## src/rtl/tepp_pkg.sv

```systemverilog
`default_nettype none

package tepp_pkg;

  localparam int unsigned ByteW   = 8;
  localparam int unsigned CoordW  = 16;
  localparam int unsigned StatusW = 2;
  localparam int unsigned CfgIdxW = 2;

  localparam logic [ByteW-1:0] TouchLen  = 8'd5;
  localparam logic [ByteW-1:0] RemXLow   = 8'd4;
  localparam logic [ByteW-1:0] RemXHigh  = 8'd3;
  localparam logic [ByteW-1:0] RemYLow   = 8'd2;
  localparam logic [ByteW-1:0] RemYHigh  = 8'd1;

  localparam logic [ByteW-1:0] EscapeReset    = 8'd27;
  localparam logic [ByteW-1:0] TouchIdReset   = 8'd72;
  localparam logic [ByteW-1:0] TouchDownReset = 8'd1;

  typedef enum logic [2:0] {
    PhWaitEsc  = 3'd0,
    PhId       = 3'd1,
    PhLenTouch = 3'd2,
    PhLenSkip  = 3'd3,
    PhSkip     = 3'd4,
    PhType     = 3'd5,
    PhData     = 3'd6,
    PhHunt     = 3'd7
  } phase_e;

  typedef enum logic [StatusW-1:0] {
    StatusOk     = 2'd0,
    StatusNoEsc  = 2'd1,
    StatusBadLen = 2'd2
  } status_e;

  typedef enum logic [CfgIdxW-1:0] {
    CfgEscape    = 2'd0,
    CfgTouchId   = 2'd1,
    CfgTouchDown = 2'd2
  } cfg_idx_e;

  typedef struct packed {
    logic [StatusW-1:0] status;
    logic [ByteW-1:0]   event_kind;
    logic [CoordW-1:0]  pos_x;
    logic [CoordW-1:0]  pos_y;
    logic               deliver;
  } result_t;

endpackage

`default_nettype wire

```

## src/rtl/tepp_intf.sv

```systemverilog
`default_nettype none

interface tepp_byte_if;
  logic                         valid;
  logic                         ready;
  logic [tepp_pkg::ByteW-1:0]   data_byte;

  modport source (output valid, output data_byte, input ready);
  modport sink (input valid, input data_byte, output ready);
endinterface

interface tepp_event_if;
  logic                         valid;
  logic                         ready;
  logic [tepp_pkg::StatusW-1:0] status;
  logic [tepp_pkg::ByteW-1:0]   event_kind;
  logic [tepp_pkg::CoordW-1:0]  pos_x;
  logic [tepp_pkg::CoordW-1:0]  pos_y;
  logic                         deliver;

  modport source (
    output valid, output status, output event_kind, output pos_x, output pos_y,
    output deliver, input ready
  );
  modport sink (
    input valid, input status, input event_kind, input pos_x, input pos_y,
    input deliver, output ready
  );
endinterface

`default_nettype wire

```

## src/rtl/touch_event_packet_parser.sv

```systemverilog
// The byte that ends a result is registered, then the result is buffered.
// Throughput: 1 byte per cycle while the buffer has room (single-pass state update).
// A 2-entry result buffer keeps bytes flowing while a result waits to be taken.
// Reset (rst_ni low, asynchronous): parser waits for an escape byte, buffers empty,
// escape/touch-id/touch-down codes return to 27, 72 and 1.
`default_nettype none

module touch_event_packet_parser (
  input  wire                           clk_i,
  input  wire                           rst_ni,
  tepp_byte_if.sink                     byte_i,
  tepp_event_if.source                  event_o,
  input  wire                           cfg_we_i,
  input  wire  [tepp_pkg::CfgIdxW-1:0]  cfg_idx_i,
  input  wire  [tepp_pkg::ByteW-1:0]    cfg_data_i
);

  logic                       in_valid;
  logic [tepp_pkg::ByteW-1:0] in_data;
  logic                       fifo_full;
  logic                       take;
  logic                       res_valid;
  tepp_pkg::result_t          res;

  // Advance the held byte whenever the result buffer has room.
  assign take = in_valid && !fifo_full;

  tepp_in_stage u_in (
    .clk_i   (clk_i),
    .rst_ni  (rst_ni),
    .byte_i  (byte_i),
    .take_i  (take),
    .valid_o (in_valid),
    .data_o  (in_data)
  );

  tepp_parser u_parser (
    .clk_i       (clk_i),
    .rst_ni      (rst_ni),
    .cfg_we_i    (cfg_we_i),
    .cfg_idx_i   (cfg_idx_i),
    .cfg_data_i  (cfg_data_i),
    .take_i      (take),
    .data_byte_i (in_data),
    .res_valid_o (res_valid),
    .res_o       (res)
  );

  tepp_out_fifo u_out (
    .clk_i   (clk_i),
    .rst_ni  (rst_ni),
    .push_i  (take && res_valid),
    .data_i  (res),
    .full_o  (fifo_full),
    .event_o (event_o)
  );

endmodule

`default_nettype wire

```

## src/rtl/tepp_in_stage.sv

```systemverilog
`default_nettype none

module tepp_in_stage (
  input  wire                          clk_i,
  input  wire                          rst_ni,
  tepp_byte_if.sink                    byte_i,
  input  wire                          take_i,
  output logic                         valid_o,
  output logic [tepp_pkg::ByteW-1:0]   data_o
);

  logic                       valid_q, valid_d;
  logic [tepp_pkg::ByteW-1:0] data_q, data_d;
  logic                       load;

  // Refill in the same cycle the held byte moves on.
  assign byte_i.ready = !valid_q || take_i;
  assign load         = byte_i.valid && byte_i.ready;

  always_comb begin
    valid_d = valid_q;
    data_d  = data_q;
    if (load) begin
      valid_d = 1'b1;
      data_d  = byte_i.data_byte;
    end else if (take_i) begin
      valid_d = 1'b0;
    end
  end

  always_ff @(posedge clk_i or negedge rst_ni) begin
    if (!rst_ni) begin
      valid_q <= 1'b0;
    end else begin
      valid_q <= valid_d;
    end
  end

  always_ff @(posedge clk_i) begin
    data_q <= data_d;
  end

  assign valid_o = valid_q;
  assign data_o  = data_q;

endmodule

`default_nettype wire

```

## src/rtl/tepp_parser.sv

```systemverilog
`default_nettype none

module tepp_parser (
  input  wire                            clk_i,
  input  wire                            rst_ni,
  input  wire                            cfg_we_i,
  input  wire  [tepp_pkg::CfgIdxW-1:0]   cfg_idx_i,
  input  wire  [tepp_pkg::ByteW-1:0]     cfg_data_i,
  input  wire                            take_i,
  input  wire  [tepp_pkg::ByteW-1:0]     data_byte_i,
  output logic                           res_valid_o,
  output tepp_pkg::result_t              res_o
);

  logic [tepp_pkg::ByteW-1:0]  esc_q, tid_q, tdown_q;
  tepp_pkg::phase_e            phase_q, phase_d;
  logic [tepp_pkg::ByteW-1:0]  rem_q, rem_d, rem_dec;
  logic [tepp_pkg::ByteW-1:0]  type_q, type_d;
  logic [tepp_pkg::CoordW-1:0] x_q, x_d;
  logic [tepp_pkg::ByteW-1:0]  ylo_q, ylo_d;
  logic [tepp_pkg::ByteW-1:0]  b;

  assign b       = data_byte_i;
  assign rem_dec = (rem_q == '0) ? '0 : rem_q - 8'd1;

  always_ff @(posedge clk_i or negedge rst_ni) begin
    if (!rst_ni) begin
      esc_q   <= tepp_pkg::EscapeReset;
      tid_q   <= tepp_pkg::TouchIdReset;
      tdown_q <= tepp_pkg::TouchDownReset;
    end else if (cfg_we_i) begin
      case (cfg_idx_i)
        tepp_pkg::CfgEscape:    esc_q   <= cfg_data_i;
        tepp_pkg::CfgTouchId:   tid_q   <= cfg_data_i;
        tepp_pkg::CfgTouchDown: tdown_q <= cfg_data_i;
        default: ;
      endcase
    end
  end

  always_comb begin
    phase_d     = phase_q;
    rem_d       = rem_q;
    type_d      = type_q;
    x_d         = x_q;
    ylo_d       = ylo_q;
    res_valid_o = 1'b0;
    res_o       = '0;
    case (phase_q)
      tepp_pkg::PhWaitEsc: begin
        if (b == esc_q) begin
          phase_d = tepp_pkg::PhId;
        end else begin
          phase_d      = tepp_pkg::PhHunt;
          res_valid_o  = 1'b1;
          res_o.status = tepp_pkg::StatusNoEsc;
        end
      end
      tepp_pkg::PhHunt: begin
        if (b == esc_q) phase_d = tepp_pkg::PhId;
      end
      tepp_pkg::PhId: begin
        phase_d = (b == tid_q) ? tepp_pkg::PhLenTouch : tepp_pkg::PhLenSkip;
      end
      tepp_pkg::PhLenTouch: begin
        if (b == tepp_pkg::TouchLen) begin
          phase_d = tepp_pkg::PhType;
        end else begin
          rem_d        = b;
          phase_d      = (b == '0) ? tepp_pkg::PhWaitEsc : tepp_pkg::PhSkip;
          res_valid_o  = 1'b1;
          res_o.status = tepp_pkg::StatusBadLen;
        end
      end
      tepp_pkg::PhLenSkip: begin
        rem_d   = b;
        phase_d = (b == '0) ? tepp_pkg::PhWaitEsc : tepp_pkg::PhSkip;
      end
      tepp_pkg::PhSkip: begin
        rem_d = rem_dec;
        if (rem_dec == '0) phase_d = tepp_pkg::PhWaitEsc;
      end
      tepp_pkg::PhType: begin
        type_d  = b;
        rem_d   = tepp_pkg::RemXLow;
        phase_d = tepp_pkg::PhData;
      end
      tepp_pkg::PhData: begin
        if (rem_q == tepp_pkg::RemXLow) begin
          x_d   = {8'h00, b};
          rem_d = tepp_pkg::RemXHigh;
        end else if (rem_q == tepp_pkg::RemXHigh) begin
          x_d   = x_q | {b, 8'h00};
          rem_d = tepp_pkg::RemYLow;
        end else if (rem_q == tepp_pkg::RemYLow) begin
          ylo_d = b;
          rem_d = tepp_pkg::RemYHigh;
        end else begin
          rem_d            = '0;
          phase_d          = tepp_pkg::PhWaitEsc;
          res_valid_o      = 1'b1;
          res_o.status     = tepp_pkg::StatusOk;
          res_o.event_kind = type_q;
          res_o.pos_x      = x_q;
          res_o.pos_y      = {b, ylo_q};
          res_o.deliver    = (type_q != tdown_q);
        end
      end
      default: phase_d = tepp_pkg::PhWaitEsc;
    endcase
  end

  always_ff @(posedge clk_i or negedge rst_ni) begin
    if (!rst_ni) begin
      phase_q <= tepp_pkg::PhWaitEsc;
      rem_q   <= '0;
      type_q  <= '0;
      x_q     <= '0;
      ylo_q   <= '0;
    end else if (take_i) begin
      phase_q <= phase_d;
      rem_q   <= rem_d;
      type_q  <= type_d;
      x_q     <= x_d;
      ylo_q   <= ylo_d;
    end
  end

endmodule

`default_nettype wire

```

## src/rtl/tepp_out_fifo.sv

```systemverilog
`default_nettype none

module tepp_out_fifo (
  input  wire                clk_i,
  input  wire                rst_ni,
  input  wire                push_i,
  input  tepp_pkg::result_t  data_i,
  output logic               full_o,
  tepp_event_if.source       event_o
);

  logic [1:0]        count_q, count_d;
  tepp_pkg::result_t slot0_q, slot0_d, slot1_q, slot1_d;
  logic              pop;

  assign pop    = event_o.valid && event_o.ready;
  assign full_o = count_q[1];

  always_comb begin
    count_d = count_q;
    slot0_d = slot0_q;
    slot1_d = slot1_q;
    if (pop && !push_i) begin
      slot0_d = slot1_q;
      count_d = count_q - 2'd1;
    end else if (push_i && !pop) begin
      if (count_q == 2'd0) slot0_d = data_i;
      else                 slot1_d = data_i;
      count_d = count_q + 2'd1;
    end else if (push_i && pop) begin
      // Head leaves while a new result arrives: count holds.
      if (count_q == 2'd1) begin
        slot0_d = data_i;
      end else begin
        slot0_d = slot1_q;
        slot1_d = data_i;
      end
    end
  end

  always_ff @(posedge clk_i or negedge rst_ni) begin
    if (!rst_ni) begin
      count_q <= 2'd0;
    end else begin
      count_q <= count_d;
    end
  end

  always_ff @(posedge clk_i) begin
    slot0_q <= slot0_d;
    slot1_q <= slot1_d;
  end

  assign event_o.valid      = (count_q != 2'd0);
  assign event_o.status     = slot0_q.status;
  assign event_o.event_kind = slot0_q.event_kind;
  assign event_o.pos_x      = slot0_q.pos_x;
  assign event_o.pos_y      = slot0_q.pos_y;
  assign event_o.deliver    = slot0_q.deliver;

endmodule

`default_nettype wire

```

## src/flat_wrapper.sv

```systemverilog
// flat-port wrapper written by rule: the top's interface ports become plain ports
module touch_event_packet_parser_flat 
  (clk_i, rst_ni, cfg_we_i, cfg_idx_i, cfg_data_i, byte_i_valid, byte_i_data_byte, byte_i_ready, event_o_valid, event_o_status, event_o_event_kind, event_o_pos_x, event_o_pos_y, event_o_deliver, event_o_ready);
  tepp_byte_if byte_i_i ();
  tepp_event_if event_o_i ();
  input  wire clk_i;
  input  wire rst_ni;
  input  wire cfg_we_i;
  input  wire  [tepp_pkg::CfgIdxW-1:0] cfg_idx_i;
  input  wire  [tepp_pkg::ByteW-1:0] cfg_data_i;
  input wire logic [$bits(byte_i_i.valid)-1:0] byte_i_valid;
  input wire logic [$bits(byte_i_i.data_byte)-1:0] byte_i_data_byte;
  output wire logic [$bits(byte_i_i.ready)-1:0] byte_i_ready;
  output wire logic [$bits(event_o_i.valid)-1:0] event_o_valid;
  output wire logic [$bits(event_o_i.status)-1:0] event_o_status;
  output wire logic [$bits(event_o_i.event_kind)-1:0] event_o_event_kind;
  output wire logic [$bits(event_o_i.pos_x)-1:0] event_o_pos_x;
  output wire logic [$bits(event_o_i.pos_y)-1:0] event_o_pos_y;
  output wire logic [$bits(event_o_i.deliver)-1:0] event_o_deliver;
  input wire logic [$bits(event_o_i.ready)-1:0] event_o_ready;
  assign byte_i_i.valid = byte_i_valid;
  assign byte_i_i.data_byte = byte_i_data_byte;
  assign byte_i_ready = byte_i_i.ready;
  assign event_o_valid = event_o_i.valid;
  assign event_o_status = event_o_i.status;
  assign event_o_event_kind = event_o_i.event_kind;
  assign event_o_pos_x = event_o_i.pos_x;
  assign event_o_pos_y = event_o_i.pos_y;
  assign event_o_deliver = event_o_i.deliver;
  assign event_o_i.ready = event_o_ready;
  touch_event_packet_parser u_core (.clk_i(clk_i), .rst_ni(rst_ni), .byte_i(byte_i_i), .event_o(event_o_i), .cfg_we_i(cfg_we_i), .cfg_idx_i(cfg_idx_i), .cfg_data_i(cfg_data_i));
endmodule
```

## config.mk

```make
export PLATFORM = sky130hd
export DESIGN_NAME = touch_event_packet_parser_flat
export DESIGN_NICKNAME = d
export VERILOG_FILES = /design/src/rtl/tepp_pkg.sv /design/src/rtl/tepp_intf.sv /design/src/rtl/touch_event_packet_parser.sv /design/src/rtl/tepp_in_stage.sv /design/src/rtl/tepp_parser.sv /design/src/rtl/tepp_out_fifo.sv /design/src/flat_wrapper.sv
export SDC_FILE = /design/constraint.sdc
export NUM_CORES = 1
export LEC_CHECK = 0
export BUFFER_PORTS_ARGS = -buffer_cell sky130_fd_sc_hd__buf_4
export CAP_MARGIN = 0
export CORE_UTILIZATION = 25
export CTS_CLUSTER_DIAMETER = 60
export DETAILED_ROUTE_END_ITERATION = 10
export MAX_ROUTING_LAYER = met4
export SKIP_CTS_REPAIR_TIMING = 1
export SYNTH_ARGS = -nofsm -noshare
export SYNTH_HDL_FRONTEND = slang
export SYNTH_SLANG_ARGS = --single-unit
```

## constraint.sdc

```tcl
create_clock -name clk_i -period 24.5 [get_ports clk_i]
set_clock_uncertainty 0.15 [all_clocks]
set_input_delay 2.45 -clock clk_i [delete_from_list [all_inputs] [get_ports clk_i]]
set_output_delay 2.45 -clock clk_i [all_outputs]
set_load 0.05 [all_outputs]
```

==> results of run 1 <==
==> cell families (layout without fill, tap and decap cells) <==
logic type	after synthesis	count (layout)	synth area share (%)
DFF	164	164	63.5
and+or+nand+nor	138	138	10.3
buffers and inverters	40	120	2.27
AOI/OAI and AO/OA	61	61	5.37
adders and majority gates	7	7	1.21
muxes	90	90	14.1
xor gates and xnor gates	27	27	3.28
==> routing by layer <==
layer	global-route usage [%]	part of all wire [%]
met3	2.70	5.5
met2	16.8	44
met4	3.62	1.0
met5	-	0
met1	16.3	49
==> through the flow <==
stage	util (%)	worst slack, ns	cells	hold slack, ns
3_5_place_dp	29.1	20.02	953	0.328
5_1_grt	31.2	20.23	985	0.364
3_3_place_gp	29.1	20.09	953	0.319
4_1_cts	31.2	20.27	985	0.344
6_report	31.2	20.32	985	0.340
2_1_floorplan	-	14.10	527	0.304
==> cells in the mapped netlist (3+ instances only) <==
| cell | count | share of area [%] |
|---|---|---|
| edfxtp_1 | 94 | 39 |
| mux2_2 | 87 | 14 |
| dfrtp_1 | 63 | 22 |
| and2_1 | 41 | 3.6 |
| nor2_1 | 31 | 1.6 |
| nand2_1 | 22 | 1.1 |
| clkbuf_1 | 19 | 0.99 |
| a21oi_1 | 18 | 1.2 |
| xnor2_1 | 16 | 1.9 |
| o21ai_0 | 14 | 0.97 |
| inv_1 | 13 | 0.68 |
| xor2_1 | 11 | 1.3 |
| dfstp_2 | 7 | 2.5 |
| ha_1 | 7 | 1.2 |
| nor3_1 | 6 | 0.42 |
| buf_2 | 5 | 0.35 |
| nand2b_1 | 5 | 0.43 |
| nand3_1 | 5 | 0.35 |
| nand4_1 | 5 | 0.43 |
| a22o_1 | 4 | 0.49 |
| a31oi_1 | 4 | 0.35 |
| nor2b_1 | 4 | 0.35 |
| nor4_1 | 4 | 0.35 |
| o31ai_1 | 4 | 0.42 |
| nor3b_1 | 3 | 0.31 |
| o211ai_1 | 3 | 0.31 |
==> report_power, final <==
| part | internal, mW | switching (mW) | total [mW] |
|---|---|---|---|
| combinational | 0.134 | 0.212 | 0.346 |
| clock | 0.154 | 0.116 | 0.269 |
| sequential | 0.367 | 0.0569 | 0.423 |
| total | 0.655 | 0.384 | 1.04 |
==> cell type report <==
| class | instances | area [um^2] | area share [%] |
|---|---|---|---|
| Clock inverter | 13 | 159 | 1.81 |
| Sequential cell | 164 | 4580 | 52.3 |
| Inverter | 13 | 48.8 | 0.557 |
| Tap cell | 378 | 473 | 5.40 |
| Timing Repair Buffer | 75 | 563 | 6.43 |
| Clock buffer | 19 | 433 | 4.94 |
| Multi-Input combinational cell | 323 | 2500 | 28.5 |
==> final timing paths <==
check,from,endpoint,slack (ns),cells after the start
hold reg to reg,u_core.u_parser.x_q[14],u_core.u_parser.x_q[14],0.34,2
setup reg to reg,u_core.u_in.data_o[6],u_core.u_out.slot1_q[21],20.74,8
hold / removal,u_core.u_parser.x_q[14],u_core.u_parser.x_q[14],0.34,2
max in group asynchronous,rst_ni,u_core.u_parser.x_q[11],21.58,1
setup / recovery,u_core.u_out.count_q[1],event_o_valid,20.32,4
min in group asynchronous,rst_ni,u_core.u_out.count_q[1],1.99,1
==> worst reg2reg max path: cells and delay by family, from the launching register on <==
family          cells  cell delay (ns)
compound gates      2             0.73
buf+inv             2             0.63
fa+ha+maj           1             0.27
flops               1             0.65
simple gates        3             0.92
==> state kept, by name, indices dropped and copies added (netlist names) <==
register,cells
u_core.u_out.event_o.deliver,1
u_core.u_in.data_o,8
u_core.u_parser.tid_q,8
u_core.u_parser.type_q,8
u_core.u_parser.tdown_q,8
u_core.u_out.event_o.pos_y,16
u_core.u_out.slot1_q,43
u_core.u_out.count_q,2
u_core.u_out.event_o.event_kind,8
u_core.u_parser.ylo_q,8
u_core.u_out.event_o.pos_x,16
u_core.u_parser.esc_q,8
u_core.u_in.valid_o,1
u_core.u_parser.x_q,16
u_core.u_parser.rem_q,8
u_core.u_parser.phase_q,3
u_core.u_out.event_o.status,2
==> impl_metrics.json, run 1 <==
{
  "relSlewSlack_pct": 38.2,
  "crit_fanout": 4,
  "critical_path_buf_inv_count": 3,
  "crit_chain": "inv_1 > ha_1 > inv_1 > buf_4",
  "path_clk_slew_ns": 0.07,
  "dpl.hpwl_mm": 10.2,
  "nets": 624,
  "power.density_mw_per_mm2": 119,
  "maxSlewViolCount": 0,
  "io_buffers": 67,
  "gp_congestion": 0.822,
  "setup_viol": 0,
  "ir_drop_v": 0.0000426,
  "grt_pass1_vias": 4314,
  "first_pass_iters": 4,
  "ys_warn_count": 0,
  "antenna_found_initial": 0,
  "rows": 61,
  "die-area_mm2": 0.0296,
  "hold_violations": 0,
  "drc": 0,
  "synth-seq-cells": 164,
  "drtAntennaViolNets": 0,
  "drv_cap": 0,
  "design_area_mm2": 0.00876,
  "area_growth_syn_to_layout_pct": 21.4,
  "worstSetupEndpointType": "output pin",
  "vias_per_cell": 4.39,
  "start_util_pct": 25.7,
  "syn_avg_cell_area_um2": 13.7,
  "ys_types": 51,
  "final_common_cell": "edfxtp_1",
  "status": "complete, no violations",
  "max_freq_mhz": 239,
  "tritoncts": "built",
  "grt_overflow_total": 0,
  "crit_top_cell": "inv_1",
  "fp.dieW_um": 172,
  "clock_latency_ns": 0.43,
  "fillCellCount": 2861,
  "wl_per_cell_um": 16.0,
  "start_kind": "flip-flop",
  "finalPower_mw": 1.04,
  "die_h_um": 172,
  "synth-edff-count": 94,
  "clock_path_buffers": 2,
  "yosysSeqAreaShare_pct": 63.5,
  "rsz0062_at_grt": "no",
  "cts_htree_levels": 4,
  "diodes": 0,
  "netlist_area_mm2": 0.00722,
  "critPathRequiredTime_ns": 21.90,
  "syn_inst": 527,
  "track_usage_pct": 11.7,
  "cts_num_sinks": 164,
  "synthArstFlopShare_pct": 42.7,
  "cts_buffers": 17,
  "wirelength_mm": 15.7,
  "worstSetupPathType": "flip-flop to output pin",
  "coreArea_mm2": 0.0281,
  "period_share_pct": 17.1,
  "cpLargestDelayFamily": "buffers and inverters",
  "max_stage_delay_ns": 0.46,
  "grt_pass1_wl_mm": 24.9,
  "drive_above_1_share_pct": 34.1,
  "root_buffer": "clkbuf_16",
  "timing.setup.tns_ns": 0,
  "vias": 4323,
  "hold_path.class": "flip-flop to flip-flop",
  "cpMaxStageDelayCell": "dfrtp_1",
  "ys.flop_type": "edfxtp_1",
  "most-common-layout-cells": "94 x edfxtp_1, 87 x mux2_2, 75 x buf_4",
  "leakage_nw": 3.46,
  "first_iter_violations": 244,
  "placed_area_mm2": 0.00817,
  "worstMarginPinSlew_ns": 0.927,
  "syn_nets": 557,
  "grt_start_max_net_pins": 71,
  "io_pins": 68,
  "critPathArrivalTime_ns": 1.58,
  "fin_crit_ns": 4.18
}
No activity file was read; power rests on OpenSTA's default activity.
==> run 2: changes to the inputs <==
==> constraint.sdc (replaced) <==
create_clock -name clk_i -period 4.25 [get_ports clk_i]
set_clock_uncertainty 0.15 [all_clocks]
set_input_delay 0.425 -clock clk_i [delete_from_list [all_inputs] [get_ports clk_i]]
set_output_delay 0.425 -clock clk_i [all_outputs]
set_load 0.05 [all_outputs]
==> run 2 against run 1 <==
Effect of this change:
- the flow now finishes with violations (negative hold slack)
- critical path depth is 7 higher
- power grew to 5.7 times the previous value
- worst hold slack worse by 0.37 ns
- sequential share of layout area is 0.26 points lower
- register-to-register slack worse by 20 ns
- core utilization is 0.16 points higher
- die area stayed put
==> impl_metrics.json, run 2 (synthesis gave the netlist of run 1 again) <==
{
  "coreArea_mm2": 0.0281,
  "grt_pass1_vias": 4429,
  "critPathArrivalTime_ns": 3.64,
  "largest_reg_flops": 43,
  "setup_viol": 0,
  "power.density_mw_per_mm2": 674,
  "ir_drop_v": 0.000324,
  "start_kind": "flip-flop",
  "period_share_pct": 85.2,
  "design_area_mm2": 0.00880,
  "fin_crit_ns": 3.62,
  "grt_overflow_total": 0,
  "worstSetupPathType": "flip-flop to flip-flop",
  "io_buffers": 67,
  "top_register": "u_core.u_out.slot1_q",
  "rr_endpoint": "u_core.u_out.event_o.pos_x[9]",
  "clock_latency_ns": 0.42,
  "tritoncts": "built",
  "worstMarginPinSlew_ns": 0.934,
  "timing.setup.tns_ns": 0,
  "rsz0062_at_grt": "no",
  "r2r_slack_ns": 0.63,
  "vias_per_cell": 4.39,
  "track_usage_pct": 11.8,
  "grt_start_max_net_pins": 71,
  "die-area_mm2": 0.0296,
  "diodes": 0,
  "grt_pass1_wl_mm": 25.3,
  "final_common_cell": "edfxtp_1",
  "gp_congestion": 0.794,
  "critPathRequiredTime_ns": 4.27,
  "drc": 0,
  "nets": 629,
  "status": "finished, violations left",
  "first_iter_violations": 200,
  "r2r_cells": 11,
  "drv_cap": 0,
  "leakage_nw": 3.47,
  "relSlewSlack_pct": 37.7,
  "most-common-layout-cells": "94 x edfxtp_1, 87 x mux2_2, 78 x buf_4",
  "placed_area_mm2": 0.00824,
  "wirelength_mm": 16.0,
  "start_util_pct": 25.7,
  "maxSlewViolCount": 0,
  "rr_startpoint": "u_core.u_parser.rem_q[0]",
  "rows": 61,
  "dpl.hpwl_mm": 10.8,
  "area_growth_syn_to_layout_pct": 22.0,
  "cts_num_sinks": 164,
  "hold_violations": 13,
  "worst_hold_slack_ns": -0.0299,
  "worstSetupEndpointType": "flip-flop",
  "clock_path_buffers": 2,
  "root_buffer": "clkbuf_16",
  "hold_path.class": "input pin to async pin",
  "antenna_found_initial": 0,
  "cts_buffers": 17,
  "finalPower_mw": 5.94,
  "fillCellCount": 2825,
  "cts_htree_levels": 4,
  "failed_checks": "negative hold slack",
  "die_h_um": 172,
  "first_pass_iters": 4,
  "vias": 4343,
  "io_pins": 68,
  "fp.dieW_um": 172,
  "max_freq_mhz": 276,
  "path_clk_slew_ns": 0.06,
  "drtAntennaViolNets": 0,
  "crit_fanout": 46,
  "drive_above_1_share_pct": 34.6,
  "wl_per_cell_um": 16.2
}
==> run 2: worst max-delay path, stage by stage (launching register included) <==
cell	delay [ns]
dfrtp_1	0.45
inv_1	0.12
ha_1	0.34
nand2b_1	0.17
o31ai_1	0.12
o21ai_1	0.39
a311o_1	0.41
inv_1	0.08
ha_1	0.29
o21bai_4	0.17
buf_12	0.25
mux2_2	0.37
==> run 2: final cells by class <==
class | count | area (um^2) | area share [%]
inverter | 13 | 48.8 | 0.554
clock inverter | 11 | 100 | 1.14
tap | 378 | 473 | 5.37
multi-input combinational | 323 | 2510 | 28.5
timing repair buffer | 80 | 626 | 7.11
clock buffer | 21 | 460 | 5.23
sequential | 164 | 4580 | 52.1
==> run 2: layer usage <==
| metal | wire [um] | GRT usage [%] | vias to the layer above |
|---|---|---|---|
| met5 | 0 | - | - |
| met3 | 609 | 2.59 | 17 |
| met4 | 214 | 3.69 | 0 |
| met2 | 7200 | 17.6 | 86 |
| li1 | - | - | 2056 |
| met1 | 7970 | 15.8 | 2184 |
==> run 2: how the worst max path moves through the flow <==
stage	start	endpoint	slack (ns)
global placement	u_core.u_parser.rem_q[0]	u_core.u_out.event_o.pos_x[8]	0.74
CTS	u_core.u_parser.rem_q[0]	u_core.u_out.event_o.pos_x[9]	0.61
global route	u_core.u_parser.rem_q[0]	u_core.u_out.event_o.pos_x[9]	0.36
finish	u_core.u_parser.rem_q[0]	u_core.u_out.event_o.pos_x[9]	0.63
floorplan	u_core.u_parser.rem_q[0]	u_core.u_out.event_o.deliver	0.06
detailed placement	u_core.u_parser.rem_q[0]	u_core.u_out.event_o.pos_x[8]	0.67
==> run 2: power by group <==
group | internal (mW) | switching [mW] | total, mW
Clock | 0.840 | 0.612 | 1.45
Sequential | 2.11 | 0.292 | 2.41
Combinational | 0.809 | 1.27 | 2.08
Total | 3.76 | 2.17 | 5.94
==> run 2: stage by stage <==
stage / utilization, % / hold WS (ns) / setup WS (ns) / instances
after floorplan: - / -0.0206 / 0.0649 / 527
after CTS: 31.3 / 0.00489 / 0.609 / 990
after detailed placement: 29.4 / 0.328 / 0.666 / 958
after global placement: 29.4 / 0.319 / 0.739 / 958
final: 31.3 / -0.0299 / 0.631 / 990
after global routing: 31.3 / 0.0267 / 0.358 / 990
==> run 3: changes to the inputs <==
--- a/config.mk
+++ b/config.mk
@@ -7,10 +7,12 @@
 export LEC_CHECK = 0
 export BUFFER_PORTS_ARGS = -buffer_cell sky130_fd_sc_hd__buf_4
 export CAP_MARGIN = 0
-export CORE_UTILIZATION = 25
+export CORE_MARGIN = 2
+export CORE_UTILIZATION = 30
 export CTS_CLUSTER_DIAMETER = 60
 export DETAILED_ROUTE_END_ITERATION = 10
 export MAX_ROUTING_LAYER = met4
+export SETUP_SLACK_MARGIN = 0.4
 export SKIP_CTS_REPAIR_TIMING = 1
 export SYNTH_ARGS = -nofsm -noshare
 export SYNTH_HDL_FRONTEND = slang
==> run 3 against run 2 <==
Effect of this change:
- the flow still finishes with violations (negative hold slack)
- via count fell by 1.3%
- critical path type unchanged
- fmax rose by 1.6%
- clock power is 7% higher
- cell count down 6.1%
- sequential power hardly changed
- register-to-register slack improved by 0.06 ns
- sequential share of layout area fell by 0.14 points
- die area is 14% lower
- setup slack better by 0.055 ns
- critical endpoint is now u_core.u_out.event_o.pos_y[3]
- combinational power rose by 5%
==> impl_metrics.json, run 3 (synthesis gave the netlist of run 1 again) <==
{
  "worst_hold_slack_ns": -0.0198,
  "timing.setup.tns_ns": 0,
  "drv_cap": 0,
  "path_clk_slew_ns": 0.07,
  "die-area_mm2": 0.0253,
  "root_buffer": "clkbuf_16",
  "cts_buffers": 17,
  "cpMaxStageDelayCell": "edfxtp_1",
  "hold_path.class": "input pin to async pin",
  "max_stage_delay_ns": 0.66,
  "largest_reg_flops": 43,
  "wl_per_cell_um": 16.8,
  "max_freq_mhz": 281,
  "maxSlewViolCount": 0,
  "vias_per_cell": 4.61,
  "grt_pass1_wl_mm": 25.3,
  "drive_above_1_share_pct": 37.2,
  "coreArea_mm2": 0.0235,
  "finalPower_mw": 6.13,
  "cpLargestDelayFamily": "simple AND/OR/NAND/NOR gates",
  "start_kind": "flip-flop",
  "gp_congestion": 0.807,
  "stdcell_count": 930,
  "failed_checks": "negative hold slack",
  "period_share_pct": 83.9,
  "drtAntennaViolNets": 0,
  "diodes": 0,
  "power.density_mw_per_mm2": 694,
  "grt_pass1_vias": 4536,
  "track_usage_pct": 13.2,
  "ir_drop_v": 0.000273,
  "die_h_um": 159,
  "top_register": "u_core.u_out.slot1_q",
  "final_common_cell": "edfxtp_1",
  "leakage_nw": 3.49,
  "start_util_pct": 30.7,
  "fp.dieW_um": 159,
  "wirelength_mm": 15.7,
  "antenna_found_initial": 0,
  "io_pins": 68,
  "dp_cells": 898,
  "status": "finished, violations left",
  "worstSetupPathType": "flip-flop to flip-flop",
  "tritoncts": "built",
  "grt_overflow_total": 0,
  "clock_latency_ns": 0.43,
  "first_pass_iters": 5,
  "critPathArrivalTime_ns": 3.58,
  "cts_num_sinks": 164,
  "rows": 56,
  "clock_path_buffers": 2,
  "io_buffers": 67,
  "worstMarginPinSlew_ns": 0.910,
  "area_growth_syn_to_layout_pct": 22.4,
  "critical_path_buf_inv_count": 1,
  "first_iter_violations": 303,
  "hold_violations": 19,
  "dpl.hpwl_mm": 10.8,
  "cts_htree_levels": 4,
  "critPathRequiredTime_ns": 4.27,
  "drc": 0,
  "setup_viol": 0,
  "fin_crit_ns": 3.56,
  "relSlewSlack_pct": 39.3,
  "grt_start_max_net_pins": 71,
  "crit_fanout": 29,
  "vias": 4285,
  "crit_chain": "nor4_2 > nand4_1 > nand3_1 > a311o_1 > ha_1 > o21bai_4 > buf_4 > mux2_2",
  "most-common-layout-cells": "94 x edfxtp_1, 87 x mux2_2, 78 x buf_4",
  "rsz0062_at_grt": "no",
  "worstSetupEndpointType": "flip-flop",
  "nets": 628
}
## run 3: cell types whose count changed in the layout (fill, tap and decap cells not counted), moves of 3 or more
| cell | delta |
|---|---|
| ha_1 | -4 |
| inv_6 | +3 |
| inv_8 | +4 |
| ha_4 | +3 |
| inv_4 | -3 |
## run 3: per-layer routing
layer	vias up	routed length [um]	share of wire (%)	track usage, %
met1	2118	7460	48	17.1
met2	90	7430	47	20.5
met5	-	0	0	-
met4	0	276	1.8	4.05
li1	2052	-	-	-
met3	25	491	3.1	3.18
## run 3: report_power, final
part	leakage (nW)	switching, mW	internal [mW]	total, mW
Combinational	1.43	1.33	0.849	2.18
Clock	0.293	0.703	0.843	1.55
Sequential	1.76	0.296	2.11	2.41
Total	3.49	2.33	3.80	6.13
## run 3: worst paths after layout
path                                         start                       endpoint  slack, ns  depth (start not counted)
setup / recovery             u_core.u_in.data_o[6]  u_core.u_out.event_o.pos_y[3]       0.69                          8
hold / removal                              rst_ni       u_core.u_parser.rem_q[5]      -0.02                          1
setup reg to reg             u_core.u_in.data_o[6]  u_core.u_out.event_o.pos_y[3]       0.69                          8
max in group asynchronous                   rst_ni       u_core.u_parser.rem_q[0]       3.35                          1
hold reg to reg            u_core.u_parser.x_q[10]        u_core.u_parser.x_q[10]       0.34                          2
min in group clk_i             byte_i_data_byte[2]          u_core.u_in.data_o[2]       0.02                          1
## run 3: through the flow
step / util, % / cell area [um^2] / hold WS [ns] / worst slack (ns)
6_report: 37.5 / 8830 / -0.0198 / 0.686
3_3_place_gp: 35.0 / 8230 / 0.319 / 0.799
3_5_place_dp: 35.0 / 8230 / 0.332 / 0.716
4_1_cts: 37.5 / 8830 / 0.000944 / 0.697
2_1_floorplan: - / 7330 / -0.0206 / 0.339
5_1_grt: 37.5 / 8830 / 0.000845 / 0.521
## run 3: cell type report
cell class | count | area, um^2
inverter | 13 | 48.8
sequential | 164 | 4590
timing repair buffer | 79 | 606
clock inverter | 15 | 176
fill | 2287 | 14700
clock buffer | 17 | 425
tap | 319 | 399
multi-input combinational | 323 | 2590
